--- config.mk ---
export PLATFORM = sky130hd
export DESIGN_NAME = apc_hist
export DESIGN_NICKNAME = d
export VERILOG_FILES = /design/src/rtl/apc_pkg.sv /design/src/rtl/apc_hist.sv
export SDC_FILE = /design/constraint.sdc
export NUM_CORES = 2
export LEC_CHECK = 0
export BUFFER_PORTS_ARGS = -buffer_cell sky130_fd_sc_hd__buf_2
export CORE_AREA = 2 2 444 556
export DETAILED_ROUTE_END_ITERATION = 16
export DIE_AREA = 0 0 446 558
export GPL_TIMING_DRIVEN = 0
export PLACE_DENSITY_LB_ADDON = 0.12
export SLEW_MARGIN = 5
export SYNTH_ARGS = -nofsm -noshare
export SYNTH_HDL_FRONTEND = slang
export SYNTH_SLANG_ARGS = --single-unit
export TNS_END_PERCENT = 50
--- constraint.sdc ---
create_clock -name clk -period 29 [get_ports clk]
set_input_delay 4.35 -clock clk [delete_from_list [all_inputs] [get_ports clk]]
set_output_delay 4.35 -clock clk [all_outputs]
set_load 0.01 [all_outputs]
--- src/rtl/apc_pkg.sv ---
// Shared constants and types for the anagram pair checker.
// No dependencies; imported by every module in rtl/.
package apc_pkg;

    localparam int MAX_WORD  = 4096;
    localparam int ALPHABET  = 256;
    localparam int CHAR_W    = 8;
    localparam int LEN_W     = $clog2(MAX_WORD + 1);
    localparam int CNT_W     = LEN_W + 1;
    localparam int IDX_W     = (ALPHABET > 1) ? $clog2(ALPHABET) : 1;
    localparam int NZ_W      = $clog2(ALPHABET + 1);
    localparam int OUT_DEPTH = 4;
    localparam int OPTR_W    = $clog2(OUT_DEPTH);
    localparam int OCNT_W    = $clog2(OUT_DEPTH + 1);

    // One accepted request on its way to the histogram stage
    typedef struct packed {
        logic             valid;
        logic [IDX_W-1:0] idx;
        logic             minus;
        logic             counted;
        logic             last;
        logic             too_long;
    } apc_req_t;

    typedef struct packed {
        logic too_long;
        logic is_anagram;
    } apc_res_t;

endpackage

--- src/rtl/apc_hist.sv ---
// Difference table memory with read-modify-write, forwarding and nonzero count.
// Depends on apc_pkg.
module apc_hist
    import apc_pkg::*;
(
    input  logic             clk,
    input  logic             rst_n,
    input  logic             rd_en,
    input  logic [IDX_W-1:0] rd_idx,
    input  apc_req_t         req,
    output logic             res_valid,
    output apc_res_t         res
);

    logic [CNT_W-1:0]    mem [ALPHABET];
    logic [ALPHABET-1:0] live_reg;
    logic [CNT_W-1:0]    rd_data_reg;
    logic                rd_live_reg;
    logic [NZ_W-1:0]     nz_reg;

    // write made at the same edge as the current request's read
    logic                fwd_wr_reg;
    logic                fwd_clr_reg;
    logic [IDX_W-1:0]    fwd_idx_reg;
    logic [CNT_W-1:0]    fwd_val_reg;

    logic [CNT_W-1:0] before_val;
    logic [CNT_W-1:0] after_val;
    logic [NZ_W-1:0]  nz_upd;
    logic             do_write;

    always_comb
    begin
        if (fwd_clr_reg)
            before_val = '0;
        else if (fwd_wr_reg && (fwd_idx_reg == req.idx))
            before_val = fwd_val_reg;
        else if (rd_live_reg)
            before_val = rd_data_reg;
        else
            before_val = '0;

        after_val = req.minus ? (before_val - CNT_W'(1)) : (before_val + CNT_W'(1));

        nz_upd = nz_reg;
        if (req.counted)
        begin
            if (before_val == '0)
                nz_upd = nz_reg + NZ_W'(1);
            else if (after_val == '0)
                nz_upd = nz_reg - NZ_W'(1);
        end

        do_write = req.valid && req.counted && !req.last;
    end

    always_ff @(posedge clk)
    begin
        if (rd_en)
            rd_data_reg <= mem[rd_idx];
        if (do_write)
            mem[req.idx] <= after_val;
        fwd_idx_reg <= req.idx;
        fwd_val_reg <= after_val;
    end

    always_ff @(posedge clk or negedge rst_n)
    begin
        if (!rst_n)
        begin
            live_reg    <= '0;
            rd_live_reg <= 1'b0;
            nz_reg      <= '0;
            fwd_wr_reg  <= 1'b0;
            fwd_clr_reg <= 1'b0;
        end
        else
        begin
            if (rd_en)
                rd_live_reg <= live_reg[rd_idx];
            fwd_wr_reg  <= do_write;
            fwd_clr_reg <= req.valid && req.last;
            if (req.valid)
            begin
                if (req.last)
                begin
                    live_reg <= '0;
                    nz_reg   <= '0;
                end
                else
                begin
                    nz_reg <= nz_upd;
                    if (req.counted)
                        live_reg[req.idx] <= 1'b1;
                end
            end
        end
    end

    assign res_valid = req.valid && req.last;
    assign res       = '{too_long: req.too_long, is_anagram: (nz_upd == '0)};

endmodule

==> key figures <==
Place
  – Pre-CTS WS: 14.07 ns
  – Placed Instances: 9843
  – HPWL after DPL: 279 mm
  – Port-buffer cells: 16
  – Area after DPL: 160000 sq um
  – Placer Congestion: 0.903

Finish
  – Register area: 115000 sq um
  – Cell Count, Final, Fillers Out: 10500
  – Number of flip-flops in the largest register: 3584
  – Post-route cell area: 172000 sq um
  – Multi-input gate area: 34400 sq um
  – Syn-to-layout area delta: 14.0%
  – # fillers: 14100
  – NumNets Final: 7072
  – Layout cells sized above 1: 0.337

Critical path
  – Max incr delay on CP: 0.56 ns
  – RR Endpoint: nz_reg[3]
  – Worst Setup SP: req[10]
  – Critical path endpoint category: primary output
  – Critical Path RT: 24.65 ns
  – Crit path top cell by count: buf_2
  – Critical-path cell list: buf_2 -> buf_4 -> xnor2_2 -> nand4_1 -> nor3_2 -> a21oi_1 -> or2_4 -> buf_16 -> fa_1 -> nand2b_1 -> a2111oi_1 -> a211oi_1 -> a21boi_4 -> buf_12 -> or4b_1 -> nor3_1 -> nand4b_1 -> o32ai_1 -> xnor2_1 -> nand3_1 -> nor4_2 -> buf_2
  – R2R Setup Slk: 23.10 ns
  – Max FO, Critical Path: 63
  – Crit start category: input pin
  – R2R cell count: 19
  – R2R Path Start: fwd_idx_reg[1]
  – Crit path max-delay cell type: o32ai_1
  – CP arrival: 10.55 ns
  – Crit Path Category: in2out
  – Critical Path Sink: res[0]

Die
  – IO Pins: 27
  – Starting Density: 0.617
  – Num rows: 203
  – Die H: 558 microns
  – Die ar.: 249000 sq um
  – Die width: 446 microns
  – Std-Cell Core Area: 244000 sq um

Logic synthesis
  – Count of yosys warnings during synthesis: 0
  – Net count after synthesis: 6431
  – Syn avg cell area: 23.5 sq um
  – Mapped Area: 150000 sq um
  – Top_reg_cell synth: edfxtp_1
  – Asr flop ratio synth: 0.0689
  – Number of flops mapped to enable cells by yosys: 3598
  – Sequential cell area fraction in the yosys report: 0.766
  – Area leader, netlist: edfxtp_1
  – FF+latch count, synth: 3888
  – Area contributors post-synth: edfxtp_1, mux4_2, dfrtp_1, a21o_1, nor2_1
  – Yosys top cell area share: 0.718
  – Distinct cells, synth: 66
  – Cell count after synthesis: 6391

Route
  – DRT Wirelength: 408 mm
  – Remaining antenna violation count after routing: 0
  – Routed wire per std cell: 38.8 microns
  – DR DRC count: 0
  – Drt initial violations: 10800
  – DRT Pass-1 Iters: 6
  – Vias: 73600
  – Vias/cell: 6.99

CTS
  – CTS Hold Bufs: 0
  – Worst-Skew Late Latency: 0.91 ns
  – Post-CTS Setup Bufs: 0
  – CTS clk-pin slew, worst paths: 0.06 ns
  – Htree depth: 5
  – CTS tree: built
  – Max Buffers Root-to-Sink: 4
  – Root Buffer: clkbuf_16
  – Num Clock Sinks: 3888
  – TritonCTS Buffers: 364
  – CTS resizes: 0

GRT
  – Vias in the first global route: 73900
  – Largest net degree at the start of global routing: 144
  – Global-route wire length before repair: 568 mm
  – All-layer global routing usage: 0.333
  – Grt ovf: 0
  – Initial antenna violation count: 45

STA
  – RSZ-0062 raised after global routing: no
  – Worst Slack Setup Final: 14.10 ns
  – Final period util: 0.514
  – Max Clk Rate: 0.0671 GHz
  – Measured slew at the worst slew-check pin: 1.68 ns
  – Slew Limit Fails: 27
  – Max_slew headroom: -0.125
  – Clock skew: 0.0570 ns
  – Crit path time final: 14.90 ns
  – Hold Fails Final Rpt: 0
  – Setup violations, final: 0

Hold path
  – Min-delay worst type: reg2reg

Run
  – Total of max-cap violations: 3

Power and ir drop
  – Power Dens Cells: 67.7 nW/um^2
  – Overall power: 0.0116 W
  – P_leak: 56.6 nW
  – Max VDD drop: 54.6 uV

Outcome
  – Outcome: finished with violations
  – Failing checks: max-capacitance violations, max-slew violations
## synth_stat cells, drive strengths merged, types with 6 or more instances
cell type and n:
nand3 33, a21oi 30, nand4 6, nand2 58, buf 117, mux4 1275, ha 15, dfrtp 268
dfxtp 22, mux2i 6, edfxtp 3598, o21ai 14, inv 22, nor4 14, xnor2 18, nor2 285
nor3 10, a21o 260, nor2b 10, o22ai 8, clkbuf 252
## worst min-delay path by stage
stage                              from             to  cells past startpoint
after global routing      live_reg[151]  live_reg[151]                      1
after floorplan           live_reg[102]  live_reg[102]                      1
after detailed placement  live_reg[151]  live_reg[151]                      1
final                     live_reg[223]  live_reg[223]                      1
after CTS                 live_reg[151]  live_reg[151]                      1
after global placement    live_reg[226]  live_reg[226]                      1
## cells in the final DEF, fill, tap and decap left out, types with 56 or more instances in the layout
cell type	netlist	routed
clkbuf_16	0	376
buf_8	0	167
clkbuf_1	252	288
nand2_1	58	56
a21o_1	260	260
nor2_2	0	255
buf_2	64	84
dfrtp_1	268	268
clkinv_2	0	56
edfxtp_1	3598	3598
mux4_2	1275	1275
clkinv_1	0	75
## worst max-delay path: cells and delay by family
family                   cells  cell delay, ns
XOR/XNOR                     2            0.36
AND/OR/NAND/NOR              9            2.77
buffers and inverters        5            1.02
adder cells (fa/ha/maj)      1            0.40
AO/OA/AOI/OAI                5            1.61
## layout make-up
type / count / area share
sequential: 3888 / 0.671
inverter: 22 / 0.000569
antenna: 21 / 0.000306
multi-input combinational: 2112 / 0.201
clock inverter: 191 / 0.0112
timing repair buffer: 275 / 0.0251
tap: 3177 / 0.0232
buffer: 369 / 0.00908
clock buffer: 478 / 0.0585
## power breakdown
part	internal [W]	total, W	switching [W]
Sequential	0.00614	0.00614	0.00000484
Clock	0.00277	0.00482	0.00205
Combinational	0.000240	0.000664	0.000423
## routing by layer
metal  GRT usage  routed length, microns
met5           0                     157
met4       0.168                   24000
met3      0.0739                   43400
met2       0.526                  198000
met1       0.446                  143000
## kinds of logic after synthesis
kind of cell	share of synthesized area
compound gates	0.0164
xor+xnor	0.00146
fa+ha+maj	0.00138
buf+inv	0.0105
flops	0.766
mux	0.191
simple gates	0.0133
## stage by stage
step,hold WS [ns],TNS (ns),utilization
floorplan,0.444,0,-
finish,0.476,0,0.704
CTS,0.475,0,0.703
detailed placement,0.461,0,0.654
global placement,0.452,-2067.21,0.634
global route,0.477,0,0.704
Note: power is estimated with default switching activity, not from simulation.
